==> config.mk <==
export PLATFORM = sky130hd
export DESIGN_NAME = hbd_match
export DESIGN_NICKNAME = d
export VERILOG_FILES = /design/src/rtl/core/hbd_pkg.sv /design/src/rtl/core/hbd_match.sv
export SDC_FILE = /design/constraint.sdc
export NUM_CORES = 1
export LEC_CHECK = 0
export BUFFER_PORTS_ARGS = -buffer_cell sky130_fd_sc_hd__buf_2
export CAP_MARGIN = 20
export CORE_AREA = 2 2 250 252
export CTS_CLUSTER_DIAMETER = 50
export DETAILED_ROUTE_END_ITERATION = 8
export DIE_AREA = 0 0 252 254
export PLACE_DENSITY = 0.49
export SLEW_MARGIN = 20
export SYNTH_ARGS = -nofsm -noshare
export SYNTH_HDL_FRONTEND = slang
export SYNTH_SLANG_ARGS = --single-unit
export TNS_END_PERCENT = 30
==> constraint.sdc <==
create_clock -name clk -period 4.7 [get_ports clk]
set_input_delay 1.41 -clock clk [delete_from_list [all_inputs] [get_ports clk]]
set_output_delay 1.41 -clock clk [all_outputs]
set_load 0.02 [all_outputs]
==> src/rtl/core/hbd_pkg.sv <==
// shared types and constants for the huffman bitstream decoder
package hbd_pkg;

  localparam int ACC_W  = 16;  // accumulator and code width
  localparam int BYTE_W = 8;   // data byte width
  localparam int POS_W  = 3;   // bit position inside a byte
  localparam int LEN_W  = 5;   // code length width
  localparam int SYM_W  = 8;   // symbol width
  localparam int ACT_W  = 2;   // action code width
  localparam int IDX_W  = 8;   // entry index port width

  typedef enum logic [ACT_W-1:0] {
    ACT_LOAD  = 2'd0,
    ACT_DATA  = 2'd1,
    ACT_CLEAR = 2'd2
  } action_t;

  typedef enum logic [1:0] {
    S_IDLE,
    S_SCAN,
    S_WALK,
    S_OUT
  } state_t;

  typedef struct packed {
    logic [ACC_W-1:0] code;
    logic [LEN_W-1:0] length;
    logic [SYM_W-1:0] symbol;
  } entry_t;

  typedef struct packed {
    logic clear;
    logic hit_chk;
  } match_ctrl_t;

endpackage

==> src/rtl/core/hbd_match.sv <==
// per-segment match collector: one table entry per cycle against every bit run of a byte
module hbd_match import hbd_pkg::*; (
  input  logic                                   clk,
  input  logic                                   rst,
  input  match_ctrl_t                            ctrl,
  input  entry_t                                 entry,
  input  logic [BYTE_W-1:0]                      data,
  input  logic [ACC_W-1:0]                       acc_bits,
  input  logic [LEN_W-1:0]                       acc_len,
  output logic [BYTE_W-1:0][BYTE_W-1:0]          hit_vld,
  output logic [BYTE_W-1:0][BYTE_W-1:0][SYM_W-1:0] hit_sym
);

  // seg_hit[s][p]: run starting at bit position s (s = 0 means continuing the
  // accumulator) and ending at bit position p, msb first
  logic [BYTE_W-1:0][BYTE_W-1:0] seg_hit;
  logic [ACC_W+BYTE_W-1:0]       window;

  assign window = {acc_bits, data};

  always_comb begin
    logic [BYTE_W-1:0] run;
    logic [BYTE_W-1:0] mask;
    seg_hit = '0;
    for (int p = 0; p < BYTE_W; p++) begin
      seg_hit[0][p] = (entry.length == (acc_len + LEN_W'(p + 1))) &&
                      (entry.code == window[BYTE_W-1-p +: ACC_W]);
    end
    for (int s = 1; s < BYTE_W; s++) begin
      for (int p = 0; p < BYTE_W; p++) begin
        run  = data >> (BYTE_W - 1 - p);
        mask = {BYTE_W{1'b1}} >> (BYTE_W - (p + 1 - s));
        if (p >= s) begin
          seg_hit[s][p] = (entry.length == LEN_W'(p + 1 - s)) &&
                          (entry.code == ACC_W'(run & mask));
        end
      end
    end
  end

  always_ff @(posedge clk) begin
    if (rst || ctrl.clear) begin
      hit_vld <= '0;
    end else if (ctrl.hit_chk) begin
      hit_vld <= hit_vld | seg_hit;
    end
  end

  // entries arrive in ascending index, so a later hit overrides
  always_ff @(posedge clk) begin
    if (ctrl.hit_chk) begin
      for (int s = 0; s < BYTE_W; s++) begin
        for (int p = 0; p < BYTE_W; p++) begin
          if (seg_hit[s][p]) begin
            hit_sym[s][p] <= entry.symbol;
          end
        end
      end
    end
  end

endmodule

# --- Word-level counts from Yosys, hierarchy flattened ---
# Index checks and enable logic that the tools add are counted.
# W data, S select, Z words.
totals:
  in_bits: 62
  register_bits: 352
  output_inout_bits: 576
op_classes:
  reduce_logical: 73
  addsub: 8
  bitwise_logic: 1
  n_eq_ne: 51
op_table:
  columns: ["cell", "count"]
  rows:
  - ["$eq A16 B16 Y1", 8]
  - ["$eq A16 B1 Y1", 7]
  - ["$eq A16 B2 Y1", 6]
  - ["$eq A16 B3 Y1", 5]
  - ["$reduce_and A2 Y1", 36]
  - ["$eq A16 B4 Y1", 4]
  - ["$or A64 B64 Y64", 1]
  - ["$eq A16 B5 Y1", 3]
  - ["$eq A5 B5 Y1", 8]
  - ["$logic_and A1 B1 Y1", 36]
  - ["$eq A16 B6 Y1", 2]
  - ["$add A5 B3 Y5 const B", 4]
  - ["$eq A5 B3 Y1 const B", 4]
  - ["$eq A16 B7 Y1", 1]
  - ["$add A5 B2 Y5 const B", 2]
  - ["$eq A5 B2 Y1 const B", 2]
  - ["$add A5 B1 Y5 const B", 1]
  - ["$add A5 B4 Y5 const B", 1]
  - ["$eq A5 B1 Y1 const B", 1]
  - ["$logic_or A1 B1 Y1", 1]

# --- Longest topological paths before layout ---
logic_depth:
  depth_word: 4
  mapped_depth: 8
  ltp_nobuf: 7

# --- Worst setup path before layout ---
# No wires, ideal clock.
synth_timing:
  path_type: "input -> register"
  startpoint: "input port acc_len[0]"
  endpoint: "register hit_sym[0] (netlist bit) (enable)"
  setup_time_ns: 0.406
  t_arrival_ns: 3.438
  setup_slack_ns: 0.857
  path_stages: 7
  cell_sequence: "buf_2 -> inv_1 -> ha_1 -> xnor2_1 -> and3_1 -> nand4_1 -> a2111oi_1"
synth_via:
  elab_chain_cells: 4
synth_lines:
  columns: ["item", "line", "text"]
  rows:
  - ["start: declaration", "hbd_match.sv:9", "input logic [LEN_W-1:0] acc_len,"]
  - ["$add A5 B1 Y5", "hbd_match.sv:26", "seg_hit[0][p] = (entry.length == (acc_len + LEN_W'(p + 1))) &&"]
  - ["$eq A5 B5 Y1", "hbd_match.sv:26", null]
  - ["$logic_and A1 B1 Y1", "hbd_match.sv:26", null]
  - ["$reduce_and A2 Y1 (no line)", null, null]
  - ["end signal: indexed assignment", "hbd_match.sv:55", "hit_sym[s][p] <= entry.symbol;"]
  - ["end: declaration", "hbd_match.sv:11", "output logic [BYTE_W-1:0][BYTE_W-1:0][SYM_W-1:0] hit_sym"]
# No other way between the ends.
# A chain may end at the register's enable or synchronous reset.

# --- Final worst setup path ---
layout_timing:
  startpoint: "input port entry[13] (netlist bit)"
  endpoint: "register hit_sym[62] (netlist bit) (enable)"
layout_via:
  elab_chain_cells: 3
layout_lines:
  columns: ["item", "line", "text"]
  rows:
  - ["start: declaration", "hbd_match.sv:6", "input entry_t entry,"]
  - ["$eq A16 B16 Y1", "hbd_match.sv:27", "(entry.code == window[BYTE_W-1-p +: ACC_W]);"]
  - ["$logic_and A1 B1 Y1", "hbd_match.sv:26", null]
  - ["$reduce_and A2 Y1 (no line)", null, null]
# No other way between the ends.

==> flow_summary.json <==
{
  "layout_commonest_cell": "buf_2",
  "use_met1_pct": 13.93,
  "finalWeightedCongestion": 0.8008,
  "root_buffer": "clkbuf_16",
  "max_slew_margin_pct": 36.24,
  "grt_pass1_vias": 7273,
  "p_leak_nw": 6.810,
  "path_max_fanout": 9,
  "fp.coreArea_sq_mm": 0.06126,
  "fmax_mhz": 306.3,
  "start_util_pct": 22.91,
  "layout.nets": 1416,
  "hp-class": "reg2reg",
  "via_per_inst": 3.774,
  "synth_compound_area_share_pct": 2.300,
  "final_util_pct": 27.98,
  "synthSimpleGateAreaFrac_pct": 5.635,
  "antenna_found_initial": 29,
  "clkLatencyLatePin_ns": 0.55,
  "dp_hpwl_um": 31160,
  "port_buffers": 384,
  "synth_cell_types": 42,
  "yosysTopAreaCellShare_pct": 61.63,
  "synth_xor_area_share_pct": 9.639,
  "cts_setup_buffers": 0,
  "maxCapViolations": 0,
  "cts.htree.levels": 1,
  "finalClockSkew_ns": 0,
  "reg2reg_setup_slack_ns": 4.10,
  "endpoint_kind": "flip-flop",
  "synth-adder-area-share_pct": 0.8025,
  "vias": 8183,
  "min_to": "hit_vld[7]$_SDFFE_PP0P_",
  "die_w_um": 252,
  "async_reset_ff_share_pct": 0,
  "worst-r2r-cell-count": 1,
  "worstMarginPinSlew_ns": 0.9564,
  "sw_frac_of_total_pct": 23.22,
  "worst-setup-path-type": "in2reg",
  "setup_violations": 0,
  "holdPathStages": 1,
  "die_area_sq_mm": 0.06401,
  "synth_top_area_cell": "edfxtp_1",
  "syn2layout_area_growth_pct": 22.15,
  "wl_per_cell_um": 19.15,
  "slew_viol_final": 0,
  "cts_sinks": 324,
  "layout-drive-gt1-share_pct": 36.16,
  "num_rows": 91,
  "crit_required_ns": 4.96,
  "timing.rr.start": "hit_vld[11]$_SDFFE_PP0P_",
  "switchingPower_w": 0.001449,
  "p_int_w": 0.004791,
  "die_y_um": 254,
  "cts_hold_buf": 0,
  "pwr-share-clk_pct": 41.7,
  "netlist_area_sq_mm": 0.01403,
  "pin_count": 638,
  "final_antenna_net_count": 0,
  "grt.overflow.total": 0,
  "fin_crit_ns": 3.264,
  "drtIter0Drc": 406,
  "synthMuxAreaShare_pct": 0,
  "p_comb_share_pct": 8.2,
  "cts_tree": "yes",
  "gr-usage-met2_pct": 21.39,
  "grt_usage_pct": 11.91,
  "cts_buffers": 30,
  "critPathArrivalTime_ns": 3.52,
  "min_from": "hit_vld[7]$_SDFFE_PP0P_",
  "dr.pass1.iters": 7,
  "final_cell_mix": "buf_2, edfxtp_1, conb_1",
  "synth.area.top_cells": "edfxtp_1, buf_4, xor2_1, dfxtp_1, xnor2_1",
  "power_frac_seq_pct": 50.2,
  "finalHoldViolCount": 0,
  "grt_pass1_wl_um": 55170,
  "ys_seq_elements": 324,
  "path_clk_slew_ns": 0.05,
  "synth-edff-count": 288,
  "reg2reg_to": "hit_vld[11]$_SDFFE_PP0P_",
  "status": "completed",
  "power_per_cell_area_mw_per_mm2": 364.0,
  "wl_um": 41520,
  "clockBufferDepth": 3,
  "ys_warn_count": 0,
  "grt_max_degree": 37,
  "min_period_over_period_pct": 69.45,
  "fin_setup_tns_ns": 0,
  "ir_drop_mv": 0.2441,
  "synth_ff_type": "edfxtp_1",
  "drc": 0,
  "synthCells": 942,
  "cts_resized": 0,
  "n_fill_cell": 6330,
  "yosysSeqAreaShare_pct": 66.77,
  "grt_util_met3_pct": 3.401,
  "synth_top_family_by_area": "buffers and inverters",
  "syn_area_per_cell_sq_um": 14.90,
  "rsz0062_at_grt": "false",
  "crit_path_start_kind": "input port",
  "top_usage_layer": "met2"
}
kinds of logic after synthesis:
group	after synthesis
and+or+nand+nor	120
AOI/OAI and AO/OA	43
xor gates and xnor gates	151
adders and majority gates	9
other	1
buffers and inverters	294
DFF	324
synth_stat cells, types with 2 or more instances:
library cell  number
a21oi_1            4
and3_1             2
and4b_1            2
buf_1              3
buf_2             13
buf_4            254
clkbuf_1          17
dfxtp_1           36
edfxtp_1         288
ha_1               9
inv_1              6
nand2_1           10
nand3_1            4
nand3_4            2
nand3b_1           2
nand4_1           15
nor2_1            18
nor2_2             7
nor3_1            10
nor3_2             6
nor4_1            24
nor4_2             5
o21a_1            36
or3_1              2
or4_1              2
or4b_4             2
xnor2_1           45
xnor2_2            2
xor2_1           103
worst max-delay path by stage:
| stage | from | end | slack [ns] | depth (start not counted) |
|---|---|---|---|---|
| finish | entry[13] | hit_sym[62]$_DFFE_PP_ | 1.44 | 6 |
| global route | entry[13] | hit_sym[62]$_DFFE_PP_ | 1.28 | 6 |
| CTS | entry[13] | hit_sym[62]$_DFFE_PP_ | 1.47 | 6 |
| detailed placement | acc_len[1] | hit_sym[55]$_DFFE_PP_ | 0.89 | 8 |
| global placement | entry[13] | hit_sym[61]$_DFFE_PP_ | 0.88 | 6 |
| floorplan | acc_len[0] | hit_sym[0]$_DFFE_PP_ | 0.86 | 7 |
state kept, by name, indices dropped and copies added, names as in the netlist:
| signal | cells |
|---|---|
| hit_sym | 288 |
| hit_vld | 36 |
area by class of cell:
| cell class | instances | area (sq um) | area share, % |
|---|---|---|---|
| flip-flops and latches | 324 | 9369 | 54.66 |
| inverters | 6 | 22.52 | 0.1314 |
| diodes | 9 | 22.52 | 0.1314 |
| repair buffers | 408 | 2102 | 12.26 |
| clock inverters | 21 | 279.0 | 1.628 |
| multi-input cells | 575 | 3556 | 20.75 |
| well taps | 790 | 988.4 | 5.767 |
| clock buffers | 35 | 800.8 | 4.672 |
metal layers:
layer  share of wire, %  vias to the layer above
met5               0.43                        -
met2                 50                      473
met4                2.1                       28
li1                   -                     3627
met1                 38                     3955
met3                8.9                      100
power groups by stage:
stage,logic [W],registers (W),clock network [W]
floorplan,0.000532,0.00319,0
global placement,0.000505,0.00319,0
detailed placement,0.000506,0.00319,0
CTS,0.000508,0.00313,0.00266
global route,0.000550,0.00313,0.00277
finish,0.000510,0.00313,0.00260
critical path, stage by stage:
cell,delay [ns]
buf_2,0.26
xor2_1,0.21
nor4_1,0.59
nand3_1,0.28
nor3_1,0.49
buf_4,0.27
through the flow:
step | instances | total power [W] | hold slack [ns] | cell area [sq um] | setup slack [ns]
floorplan | 1193 | 0.003724 | 0.5936 | 14970 | 0.8567
finish | 2168 | 0.006239 | 0.4584 | 17140 | 1.436
CTS | 2159 | 0.006293 | 0.4603 | 17120 | 1.472
global placement | 2103 | 0.003697 | 0.4429 | 16040 | 0.8761
global route | 2160 | 0.006446 | 0.4744 | 17120 | 1.284
detailed placement | 2103 | 0.003698 | 0.4477 | 16040 | 0.8897
Power figures use the tool's default switching activity.
